`src/kfs_pkg.sv`:
```
package kfs_pkg;

  // fixed payload widths
  localparam int unsigned NameW  = 64;
  localparam int unsigned AgeW   = 8;
  localparam int unsigned ByteW  = 8;
  localparam int unsigned NameCh = NameW / ByteW;

  typedef enum logic [1:0] {
    OP_ENQUEUE = 2'd0,
    OP_DEQUEUE = 2'd1,
    OP_SEARCH  = 2'd2,
    OP_NONE    = 2'd3
  } opcode_e;

  typedef enum logic [2:0] {
    ST_ADDED    = 3'd0,
    ST_FULL     = 3'd1,
    ST_DUP      = 3'd2,
    ST_REMOVED  = 3'd3,
    ST_EMPTY    = 3'd4,
    ST_FOUND    = 3'd5,
    ST_NOTFOUND = 3'd6
  } status_e;

endpackage

```
`src/kfs_match.sv`:
```
module kfs_match import kfs_pkg::*; (
  input  logic [NameW-1:0] key_i,
  input  logic [NameW-1:0] entry_i,
  input  logic             fold_i,
  output logic             hit_o
);

  // map ascii upper case to lower case, byte by byte
  function automatic logic [NameW-1:0] fold_case(input logic [NameW-1:0] v);
    logic [NameW-1:0] res;
    logic [ByteW-1:0] b;
    res = v;
    for (int i = 0; i < NameCh; i++) begin
      b = v[i*ByteW +: ByteW];
      if (b >= 8'h41 && b <= 8'h5a) begin
        res[i*ByteW +: ByteW] = b + 8'h20;
      end
    end
    return res;
  endfunction

  logic [NameW-1:0] key_cmp;
  logic [NameW-1:0] entry_cmp;

  // shared compare: exact for search, case folded for the duplicate check
  assign key_cmp   = fold_i ? fold_case(key_i) : key_i;
  assign entry_cmp = fold_i ? fold_case(entry_i) : entry_i;
  assign hit_o     = (key_cmp == entry_cmp);

endmodule

```
`config.mk`:
```
export PLATFORM = sky130hd
export DESIGN_NAME = kfs_match
export DESIGN_NICKNAME = d
export VERILOG_FILES = /design/src/kfs_pkg.sv /design/src/kfs_match.sv
export SDC_FILE = /design/constraint.sdc
export NUM_CORES = 1
export LEC_CHECK = 0
export BUFFER_PORTS_ARGS = -buffer_cell sky130_fd_sc_hd__buf_2
export CORE_MARGIN = 3
export CORE_UTILIZATION = 43
export DETAILED_ROUTE_END_ITERATION = 10
export MAX_ROUTING_LAYER = met4
export PLACE_DENSITY = 0.86
export SYNTH_ARGS = -nofsm -noshare
export SYNTH_HDL_FRONTEND = slang
export SYNTH_SLANG_ARGS = --single-unit
```
`constraint.sdc`:
```
create_clock -name vclk -period 1.6
set_clock_uncertainty 0.05 [all_clocks]
set_input_delay 0 -clock vclk [all_inputs]
set_output_delay 0 -clock vclk [all_outputs]
set_load 0.02 [all_outputs]
```
==> results summary, run 1 <==
The run finished, with violations left. The final reports fail on setup timing. The total global routing track utilization came out at 30.3%. Yosys printed 0 warnings. The area of placed instances came out at 4060 um2. The worst setup path is captured at an output pin.

The vertical die dimension is 80.9 um. The final antenna-violating net count is 0. The number of antenna violations at the first check in global routing came out at 0. The class of the most critical setup path is in -> out. The area fraction in and, or, nand and nor cells after synthesis came out at 34.4%. After Yosys synthesis, full adders, half adders and majority gates account for 8.30% of the synthesized area. The largest net degree at the start of global routing came out at 13. Setup repair after global routing could not meet its margin everywhere. The post-synthesis share of cell area spent on xor and xnor gates came out at 27.3%. The gate count of the mapped netlist came out at 316.

The number of antenna diodes came out at 0. The final number of setup-violating endpoints is 1. The post-detailed-placement half-perimeter wirelength is 8.87 mm. The layout net count is 710. The largest fanout of any net on the critical path is 3.

The worst path uses 138% of the clock period. The count of pins on the block boundary came out at 130. The power per cell area is 261 nW/um2. The total of buffers placed on input and output ports came out at 130.

Across the VDD grid, the largest voltage drop is 0.153 mV. The first global-routing pass estimated 15.7 mm of wire. Counting distinct cell types in the post-synthesis netlist gives 64.

The largest individual stage delay along the critical path comes from the cell sky130_fd_sc_hd__or4_1. The time the final worst path needs with I/O delays and setup came out at 2.20 ns. The total global routing overflow came out at 0. The post-layout instance area is 4120 um2. Summed over all layers, the routed wires come to 10.0 mm. The via count of the first global-routing pass was 3,592. At the end of routability-driven placement, the weighted congestion stood at 0.939. For this run, the detailed router's first-pass iteration total came to 4. The max-slew violation count is 0. By area, the combinational part of the netlist is dominated by simple AND/OR/NAND/NOR gates. STA puts the critical path data required time at 1.55 ns. The share of the synthesized area in compound gates (AO/OA/AOI/OAI) came out at 25.8%.

On the worst path, the slowest cell contributes a delay of 0.50 ns. The data arrival at the endpoint of the critical path came out at 2.15 ns. The post-route netlist has 49.9% of its cells at a drive strength greater than 1. The starting density of the core came out at 45.8%. The min-delay analysis places its worst path in the category in -> out. The utilization after layout came out at 78.2%. The net count of the mapped netlist came out at 461. For the pin with the worst max-slew slack, the measured transition is 0.440 ns. The highest attainable clock frequency is 454 MHz. The full die area came out at 6540 um2. The count of final hold-check violations came out at 0. The storage element area came out at 0 um2.

The DRC violations left is 0. The average cell area after synthesis is 7.63 um2. After floorplanning, the core was sized to cover 5270 um2. The width of the die is 80.9 um.

The share of the yosys chip area belonging to registers came out at 0%. The area growth from synthesis to final layout came out at 70.9%. The total of clock buffers placed in the layout is 0. The initialized floorplan defines 26 standard-cell rows. The leakage component of the power came out at 1.96 nW. Summing every instance area after synthesis gives 2410 um2. Fill cells in the final layout number 346. The overall via count from detail_route is 3,567. STA classifies the critical path startpoint as an input pin.

The number of max-cap violations came out at 0. The post-layout worst setup margin is -0.604 ns. Using the TritonRoute via totals, the vias-per-cell ratio works out to 5.64. Walking the worst path, the cells encountered are buf_2 > or4_1 > o221a_2 > and3_1 > o21ai_1 > o21ai_0 > a2111o_1 > nor4_4 > buf_4. The count of sequential standard cells is 0. The number of design-rule violations left by the first detailed-router iteration is 168. The post-synthesis mux area share came out at 2.65%.

In this run the tightest slew margin relative to its limit is 70.3%. The wire length per cell came out at 15.9 um.
worst max-delay path: cells and delay by family:
kind            cells  cell delay, ns
simple gates        3            0.93
compound gates      4            0.92
buf+inv             2            0.29
area by class of cell:
class	instances	area, um2	share of cell area [%]
Inverter	8	30.0	0.728
Multi-Input combinational cell	307	2460	59.6
Tap cell	70	87.6	2.12
Timing Repair Buffer	248	1550	37.5
per-stage QoR:
step / worst slack (ns) / setup TNS (ns) / hold WS (ns) / std cells / power, W
2_1_floorplan: -0.406 / -0.406 / 0.268 / 316 / 0.000444
3_3_place_gp: -0.630 / -0.630 / 0.580 / 632 / 0.000991
3_5_place_dp: -0.676 / -0.676 / 0.587 / 632 / 0.00104
4_1_cts: -0.591 / -0.591 / 0.584 / 632 / 0.00105
5_1_grt: -0.695 / -0.695 / 0.650 / 633 / 0.00116
6_report: -0.604 / -0.604 / 0.595 / 633 / 0.00108
layout by cell type, fill, tap and decap left out, types with 6 or more instances in the layout:
| cell type | n |
|---|---|
| sky130_fd_sc_hd__and3_1 | 6 |
| sky130_fd_sc_hd__o21ai_0 | 7 |
| sky130_fd_sc_hd__nand3_1 | 6 |
| sky130_fd_sc_hd__nor3_1 | 14 |
| sky130_fd_sc_hd__buf_2 | 127 |
| sky130_fd_sc_hd__buf_4 | 120 |
| sky130_fd_sc_hd__nand2_1 | 24 |
| sky130_fd_sc_hd__nand4_1 | 11 |
| sky130_fd_sc_hd__a21oi_1 | 24 |
| sky130_fd_sc_hd__inv_1 | 8 |
| sky130_fd_sc_hd__ha_1 | 16 |
| sky130_fd_sc_hd__xor2_1 | 18 |
| sky130_fd_sc_hd__xnor2_1 | 45 |
| sky130_fd_sc_hd__nor2_1 | 22 |
cell usage after synthesis, types with 2 or more instances:
| library cell | count | area [um2] |
|---|---|---|
| sky130_fd_sc_hd__a21bo_2 | 2 | 20.0 |
| sky130_fd_sc_hd__nor4bb_1 | 5 | 50.1 |
| sky130_fd_sc_hd__mux2i_1 | 3 | 30.0 |
| sky130_fd_sc_hd__nor2b_1 | 2 | 12.5 |
| sky130_fd_sc_hd__nand2_1 | 24 | 90.1 |
| sky130_fd_sc_hd__a21boi_0 | 2 | 15.0 |
| sky130_fd_sc_hd__or4_1 | 7 | 52.6 |
| sky130_fd_sc_hd__ha_1 | 16 | 200 |
| sky130_fd_sc_hd__inv_1 | 8 | 30.0 |
| sky130_fd_sc_hd__nand4_1 | 11 | 68.8 |
| sky130_fd_sc_hd__xnor3_1 | 4 | 90.1 |
| sky130_fd_sc_hd__a22oi_1 | 2 | 15.0 |
| sky130_fd_sc_hd__nand2b_1 | 2 | 12.5 |
| sky130_fd_sc_hd__or3b_2 | 4 | 35.0 |
| sky130_fd_sc_hd__o211a_1 | 2 | 20.0 |
| sky130_fd_sc_hd__o211ai_1 | 3 | 22.5 |
| sky130_fd_sc_hd__xnor2_1 | 47 | 412 |
| sky130_fd_sc_hd__o2bb2ai_1 | 5 | 43.8 |
| sky130_fd_sc_hd__and3_1 | 7 | 43.8 |
| sky130_fd_sc_hd__a211oi_1 | 3 | 22.5 |
| sky130_fd_sc_hd__o22ai_1 | 3 | 18.8 |
| sky130_fd_sc_hd__and2_1 | 3 | 18.8 |
| sky130_fd_sc_hd__nor3_1 | 15 | 75.1 |
| sky130_fd_sc_hd__o21bai_1 | 2 | 15.0 |
| sky130_fd_sc_hd__mux2_2 | 3 | 33.8 |
| sky130_fd_sc_hd__nor4b_1 | 2 | 17.5 |
| sky130_fd_sc_hd__a2111oi_4 | 2 | 55.1 |
| sky130_fd_sc_hd__o22a_1 | 2 | 17.5 |
| sky130_fd_sc_hd__nand3_1 | 6 | 30.0 |
| sky130_fd_sc_hd__a21oi_1 | 24 | 120 |
| sky130_fd_sc_hd__xor2_1 | 18 | 158 |
| sky130_fd_sc_hd__o21a_1 | 2 | 15.0 |
| sky130_fd_sc_hd__a2bb2oi_1 | 4 | 35.0 |
| sky130_fd_sc_hd__and4bb_2 | 3 | 37.5 |
| sky130_fd_sc_hd__nor2_1 | 22 | 82.6 |
| sky130_fd_sc_hd__nand3b_1 | 2 | 15.0 |
| sky130_fd_sc_hd__nand4bb_1 | 5 | 56.3 |
| sky130_fd_sc_hd__o21ai_0 | 9 | 45.0 |
| sky130_fd_sc_hd__nor4_1 | 5 | 31.3 |
cells by family (layout without fill, tap and decap cells):
family	Yosys count	after routing
xor+xnor	69	69
compound gates	81	81
mux	6	6
simple gates	135	135
buf+inv	9	256
fa+ha+maj	16	16
power breakdown:
part / switching (W) / total [W] / leakage (nW) / internal, W
clock: 0 / 0 / 0 / 0
sequential: 0 / 0 / 0 / 0
combinational: 0.000495 / 0.00108 / 1.96 / 0.000581
total: 0.000495 / 0.00108 / 1.96 / 0.000581
routing by layer:
layer	part of all wire, %	routed length [um]	track usage (%)	vias up
li1	-	-	-	1730
met1	39	3940	33.4	1646
met2	50	5030	56.5	155
met3	6.8	682	2.88	36
met4	3.9	391	10.3	0
met5	0	0	-	-
what timing repair did:
| action | in CTS | in global routing |
|---|---|---|
| pin swaps | 6 | 5 |
| hold buffers | 0 | 0 |
| resized for setup | 7 | 7 |
| setup buffers | 0 | 1 |
| setup endpoints to repair | 1 | 1 |
final timing paths:
| check | cells after the start | end | from |
|---|---|---|---|
| max | 9 | hit_o | key_i[49] |
| min | 5 | hit_o | entry_i[14] |
Power figures use the tool's default switching activity.
==> inputs of run 2 (changes only) <==
--- a/config.mk
+++ b/config.mk
@@ -5,12 +5,13 @@
 export SDC_FILE = /design/constraint.sdc
 export NUM_CORES = 1
 export LEC_CHECK = 0
+export ABC_AREA = 1
 export BUFFER_PORTS_ARGS = -buffer_cell sky130_fd_sc_hd__buf_2
 export CORE_MARGIN = 3
-export CORE_UTILIZATION = 43
+export CORE_UTILIZATION = 45
 export DETAILED_ROUTE_END_ITERATION = 10
 export MAX_ROUTING_LAYER = met4
-export PLACE_DENSITY = 0.86
+export PLACE_DENSITY = 0.87
 export SYNTH_ARGS = -nofsm -noshare
 export SYNTH_HDL_FRONTEND = slang
 export SYNTH_SLANG_ARGS = --single-unit
==> constraint.sdc (replaced) <==
create_clock -name vclk -period 1.6
set_clock_uncertainty 0.05 [all_clocks]
set_input_delay 0.24 -clock vclk [all_inputs]
set_output_delay 0.24 -clock vclk [all_outputs]
set_load 0.02 [all_outputs]
==> run 2 against run 1 <==
Against the previous run:
- the flow still finishes with violations (setup timing)
- power shrank 5.7%
- worst hold slack gained 0.44 ns
- utilization shrank 5.3 points
- first-iteration DRC count shrank 20%
- global-route usage shrank 3.5 points
- non-clock buffer count shrank 45
- largest power group unchanged
==> results summary, run 2 <==
The required time of the critical path is 1.31 ns. The total of clock buffers placed in the layout came out at 0. For the pin with the worst max-slew slack, the measured transition is 0.324 ns. The post-placement setup slack came out at -0.551 ns.

The vertical die dimension came out at 84.9 um. The count of final hold-check violations came out at 0. The top cell type by area accounts for 28.2% of the synthesized area. The full die area is 7200 um2.

The average cell area after synthesis came out at 4.87 um2. In the layout the commonest cells are sky130_fd_sc_hd__nand2_1, sky130_fd_sc_hd__buf_2, sky130_fd_sc_hd__inv_1. In this run the core area contains 28 standard-cell rows.

The post-synth design cell area is 2800 um2. The fraction of final layout cells sized beyond drive strength 1 came out at 34.1%. Traced cell by cell, the critical path runs through buf_2 > nor2_2 > nand3_2 > inv_2 > nor2_4 > buf_4 > nand2_1 > nand2_1 > nand2_1 > nand3_1 > nor2_2 > nand3_1 > nor2_1 > nand2_2 > nor2_4 > buf_6. The share of the Yosys chip area taken by registers is 0%.

The largest fanout of any net on the critical path came out at 4. The number of inserted filler cells in the final layout is 494. The wire length per cell is 11.7 um. The overall via count from detail_route came out at 4,259. The starting density of the core came out at 47.0%. After synthesis, the largest family of logic cells by area is simple AND/OR/NAND/NOR gates. The total of buffers placed on input and output ports came out at 130. The net count of the mapped netlist is 720. Measured along the x axis, the die boundary spans 84.9 um.

The worst setup path is captured at an output pin. The net load switching power came out at 0.000536 W. 130 I/O pins were placed.

The yosys synthesis warning count is 0. The post-route setup TNS came out at -0.373 ns. The final weighted congestion in routability-driven placement is 0.894. The gate count of the mapped netlist came out at 575. The post-detailed-placement half-perimeter wirelength came out at 8.40 mm. The number of iterations in the first detailed-routing pass is 4. The number of antenna violations at the first check in global routing is 0. The total global routing track utilization is 26.8%. The finished cells cover 4340 um2. The flow ran to the end, but the final reports show violations.

The delay of the slowest critical-path stage came out at 0.14 ns. Setup violations remaining at the end of the flow were counted as 1. The synthesized-area fraction occupied by adder cells is 7.16%. Setup repair after global routing could not meet its margin everywhere. Combinational logic burns 100.0% of the power. The worst hold slack is 1.04 ns.

The combined area of the multi-input logic cells came out at 2560 um2. The path class of the tightest hold or removal check is in -> out. The highest attainable clock frequency is 507 MHz. The final layout contains a sequential cell count of 0.

The class of the most critical setup path is in -> out. The via count of the first global-routing pass came out at 4,093. In this run the most critical hold path is launched from key_i[47]. The share of the synthesized area in compound gates (AO/OA/AOI/OAI) is 1.92%.

The total power draw came out at 0.00101 W. The max-slew violation count came to 0. The portion of synthesized area spent on multiplexers is 0%. The largest net degree at the start of global routing came out at 6. In the post-synthesis netlist, the biggest area contributors are sky130_fd_sc_hd__nand2_1, sky130_fd_sc_hd__inv_1, sky130_fd_sc_hd__xnor2_1, sky130_fd_sc_hd__nor2_1, sky130_fd_sc_hd__nand3_1. The slowest stage of the critical path belongs to the cell sky130_fd_sc_hd__nor2_2. The number of max-cap violations came out at 0. Ranked by instance count, the synthesized netlist is headed by sky130_fd_sc_hd__nand2_1, sky130_fd_sc_hd__inv_1, sky130_fd_sc_hd__nor2_1. The number of hold buffers added after CTS was 0.

The most common cell after layout, fill and taps aside is sky130_fd_sc_hd__nand2_1. The total area inside the core boundary comes to 5960 um2. The routed via count divided by cell count is 5.00. The normalized max-slew margin is 78.3%. The power per cell area is 233 nW/um2. After global routing the overflow that remains totals 0.

At the end of the flow, the number of nets in the layout was 924. The area of placed instances came out at 4020 um2. The clock network is responsible for 0% of the overall power.

VDD sags by at most 0.147 mV. The leakage component of the power is 2.57 nW. The share of the cycle needed by the critical path after routing is 123%. The number of instances on the worst hold path came out at 7. The post-layout worst setup margin is -0.373 ns.

The checks that failed: setup timing. Of the total synthesized cell area, the portion taken by XOR and XNOR cells is 15.3%. The sequential power share is 0%. The time the final worst path needs with I/O delays and setup is 1.97 ns. The first-pass GRT wire length is 16.1 mm. The detail route stage leaves a number of antenna-violating nets equal to 0. The DRC violations left came out at 0.

0 antenna diodes ended up in the layout. The area growth from synthesis to final layout came out at 55.3%. The most numerous cell type found on the critical path is sky130_fd_sc_hd__nand2_1. The number of design-rule violations left by the first detailed-router iteration came out at 135. In the post-synthesis netlist, the cell with the most instances is sky130_fd_sc_hd__nand2_1. The synthesized netlist devotes 60.2% of its cell area to simple gates. The library cell occupying the most area in the post-synthesis netlist is sky130_fd_sc_hd__nand2_1. The worst setup path is launched from an input pin. The storage element area is 0 um2. The total wire length after detailed routing is 9.97 mm. The count of cell types in the netlist is 21.

The net switching share of the total power is 52.9%. The data arrival at the endpoint of the critical path is 1.68 ns. The internal power came out at 0.000478 W.

The worst hold path terminates at hit_o.
[run 2: cell types whose count changed after synthesis, moves of 12 or more]
cell,previous run,this run
sky130_fd_sc_hd__xnor2_1,47,33
sky130_fd_sc_hd__nor2_1,22,69
sky130_fd_sc_hd__nand3_1,6,51
sky130_fd_sc_hd__nand4_1,11,23
sky130_fd_sc_hd__nand2_1,24,210
sky130_fd_sc_hd__a21oi_1,24,2
sky130_fd_sc_hd__inv_1,8,112
[run 2: repair_timing]
action | in CTS | in global routing
setup endpoints to repair | 1 | 1
pin swaps | 28 | 28
setup buffers | 6 | 5
resized for setup | 34 | 30
cloned | 1 | 0
[run 2: power groups by stage]
stage	logic [W]	registers, W	clock network (W)
floorplan	0.000457	0	0
global route	0.00113	0	0
global placement	0.000884	0	0
CTS	0.000964	0	0
detailed placement	0.000923	0	0
finish	0.00101	0	0
[run 2: cell type report]
| class | count | area share [%] |
|---|---|---|
| timing repair buffer | 203 | 29.2 |
| multi-input combinational | 462 | 59.0 |
| tap | 75 | 2.16 |
| inverter | 112 | 9.68 |
[run 2: critical path: cells and delay by family]
| family | cells | cell delay (ns) |
|---|---|---|
| buffers and inverters | 4 | 0.45 |
| AND/OR/NAND/NOR | 12 | 0.97 |
[run 2: through the flow]
| stage | util (%) | instances |
|---|---|---|
| detailed placement | 67.5 | 840 |
| global placement | 67.5 | 840 |
| finish | 72.9 | 852 |
| floorplan | - | 575 |
| global route | 72.9 | 852 |
| CTS | 70.5 | 847 |
[run 2: kinds of logic (layout without fill, tap and decap cells)]
| group | count (synthesis) | count (layout) |
|---|---|---|
| AOI/OAI and AO/OA | 10 | 10 |
| adders and majority gates | 16 | 16 |
| xor gates and xnor gates | 49 | 49 |
| and+or+nand+nor | 387 | 387 |
| buffers and inverters | 113 | 315 |
[run 2: per-layer routing]
metal / track usage (%) / routed length, um
met5: - / 0
met4: 8.78 / 244
met3: 2.14 / 572
met2: 51.4 / 5300
met1: 28.7 / 3860
[run 2: how the worst max path moves through the flow]
stage / from / depth (start not counted) / to / slack, ns
finish: key_i[32] / 16 / hit_o / -0.37
global route: key_i[33] / 12 / hit_o / -0.51
CTS: fold_i / 16 / hit_o / -0.38
detailed placement: fold_i / 17 / hit_o / -0.55
global placement: fold_i / 17 / hit_o / -0.47
floorplan: key_i[21] / 15 / hit_o / -0.03
==> inputs of run 3 (changes only) <==
--- a/config.mk
+++ b/config.mk
@@ -10,7 +10,6 @@
 export CORE_MARGIN = 3
 export CORE_UTILIZATION = 45
 export DETAILED_ROUTE_END_ITERATION = 10
-export MAX_ROUTING_LAYER = met4
 export PLACE_DENSITY = 0.87
 export SYNTH_ARGS = -nofsm -noshare
 export SYNTH_HDL_FRONTEND = slang
==> run 3 against run 2 <==
Against the previous run:
- the run still ends with setup timing left
- critical path depth decreased by 2
- critical path type unchanged
- worst setup slack got worse by 0.039 ns
- highest routed layer unchanged
- first-iteration DRC count increased by 40%
- largest power group unchanged
- largest cell class unchanged
- final cell count decreased by 0.59%
- via count decreased by 2.8%
- non-clock buffer count decreased by 5
==> results summary, run 3 (same netlist as run 2, synthesis figures left out) <==
The flow ran to the end, but the final reports show violations. The checks that failed: setup timing. The count of sequential standard cells came out at 0. The width of the die came out at 84.9 um. The max-slew violation count came out at 0.

The count of final hold-check violations came out at 0. The data arrival at the endpoint of the critical path is 1.72 ns. After detailed routing, the number of vias per cell comes to 4.89.

The number of inserted filler cells in the final layout came out at 526. The worst setup path is of the in -> out kind. The overall via count from detail_route is 4,141. The leakage component of the power is 2.54 nW. At the worst endpoint, the required time is 1.31 ns. The total of buffers placed on input and output ports came out at 130.

The largest fanout of any net on the critical path came out at 8. The die covers 7200 um2. For this configuration, the core starts out at a cell density of 47.0%.

Leaving out fill and tap cells, the most frequent cell in the layout is sky130_fd_sc_hd__nand2_1. The combined area of the multi-input logic cells came out at 2550 um2. Summed over all nets, the switching power comes to 0.000528 W. The critical path starts at fold_i. The count of pins on the block boundary is 130.

The clock share of power is 0%. The path type of the worst min-delay path is in -> out. The fraction of final layout cells sized beyond drive strength 1 came out at 32.8%. The initialized floorplan defines 28 standard-cell rows. The vertical die dimension came out at 84.9 um. The number of antenna violations at the first check in global routing is 0. After detailed routing, the number of remaining DRC violations is 0.

The maximum resistive drop on vdd is 0.148 mV. The number of design-rule violations left by the first detailed-router iteration came out at 189. In this run switching power makes up 53.2% of total power. The normalized max-slew margin came out at 75.7%. The highest attainable clock frequency came out at 497 MHz. Setup repair after global routing could not meet its margin everywhere. Global routing consumed, over all layers together, 25.2% of the routing resources. The post-detailed-placement half-perimeter wirelength is 8.28 mm. Relative to the synthesized area, the layout overhead comes to 52.4%. The internal power is 0.000464 W.

The power per cell area came out at 233 nW/um2. The sequential power share is 0%. The final weighted congestion in routability-driven placement is 0.905. Setup violations remaining at the end of the flow were counted as 1. The worst hold slack came out at 1.04 ns. The number of max-cap violations is 0. The post-placement setup slack came out at -0.537 ns.

The total wire length after detailed routing is 9.81 mm. The core area came out at 5960 um2. The share of the cycle needed by the critical path after routing came out at 126%. The wire length per cell came out at 11.6 um. The kind of end point of the critical path is an output pin. The sequential cells in the finished layout cover a total of 0 um2. The hold buffer count at cts came out at 0. The post-route setup TNS is -0.412 ns.

The post-layout worst setup margin is -0.412 ns. The layout net count came out at 919. In the layout the commonest cells are sky130_fd_sc_hd__nand2_1, sky130_fd_sc_hd__buf_2, sky130_fd_sc_hd__inv_1. The final antenna-violating net count came out at 0. The number of iterations in the first detailed-routing pass is 6. The largest net degree at the start of global routing is 9. The proportion of power drawn by combinational gates came out at 100.0%. The via count of the first global-routing pass is 3,986.

The capture point of the worst path is hit_o. The worst setup path is launched from an input pin. The total global routing overflow is 0.

The actual transition at the worst max-transition pin came out at 0.362 ns. Counting I/O delays and the setup requirement, the final critical path takes 2.01 ns. The first global-routing pass estimated 15.8 mm of wire.

The total of clock buffers placed in the layout is 0. The number of antenna diodes is 0.
## run 3: cell types whose count changed in the layout (fill, tap and decap cells not counted), sizes merged
cell | previous run | this run
buf | 203 | 198
## run 3: power groups by stage
stage                     sequential, W  clock [W]  combinational, W
after floorplan                       0          0          0.000457
after global placement                0          0          0.000876
after detailed placement              0          0          0.000918
after CTS                             0          0          0.000946
after global routing                  0          0           0.00111
final                                 0          0          0.000992
## run 3: layout make-up
cell class	instances	area share (%)
inverter	112	9.86
multi-input combinational	462	59.8
tap	75	2.20
timing repair buffer	198	28.1
## run 3: per-layer routing
metal | global-route usage [%] | part of all wire [%] | routed length [um] | vias up
met2 | 50.8 | 53 | 5230 | 141
li1 | - | - | - | 2163
met5 | 0 | 0 | 0 | -
met4 | 4.03 | 1.4 | 140 | 0
met3 | 2.43 | 5.7 | 563 | 12
met1 | 28.6 | 40 | 3880 | 1825
## run 3: how the worst min path moves through the flow
stage                            from  endpoint  slack, ns  depth (start not counted)
after floorplan             key_i[31]     hit_o       0.73                          5
after global placement    entry_i[47]     hit_o       1.05                          7
after detailed placement  entry_i[47]     hit_o       1.04                          7
after CTS                 entry_i[47]     hit_o       1.03                          7
after global routing      entry_i[47]     hit_o       1.10                          7
final                     entry_i[47]     hit_o       1.04                          7
## run 3: timing repair
item | CTS | global route
endpoints found under the setup margin | 1 | 1
pin swaps | 28 | 33
setup buffers | 4 | 5
resized for setup | 17 | 42
## run 3: critical path, stage by stage
cell                      delay, ns
sky130_fd_sc_hd__buf_12        0.11
sky130_fd_sc_hd__buf_12        0.14
sky130_fd_sc_hd__nand2_1       0.07
sky130_fd_sc_hd__nor2_2        0.16
sky130_fd_sc_hd__nand3_2       0.10
sky130_fd_sc_hd__buf_4         0.15
sky130_fd_sc_hd__inv_1         0.06
sky130_fd_sc_hd__nand2_1       0.05
sky130_fd_sc_hd__nand2_1       0.08
sky130_fd_sc_hd__nor2_1        0.05
sky130_fd_sc_hd__nor2_1        0.17
sky130_fd_sc_hd__nand2_1       0.11
sky130_fd_sc_hd__nor2_4        0.11
sky130_fd_sc_hd__buf_6         0.12
## run 3: metrics by stage
step | area, um2 | cells | util (%) | total power (W)
final | 4260 | 847 | 71.6 | 0.000992
after global routing | 4260 | 847 | 71.6 | 0.00111
after CTS | 4100 | 843 | 68.8 | 0.000946
after detailed placement | 4000 | 839 | 67.2 | 0.000918
after global placement | 4000 | 839 | 67.2 | 0.000876
after floorplan | 2810 | 575 | - | 0.000457
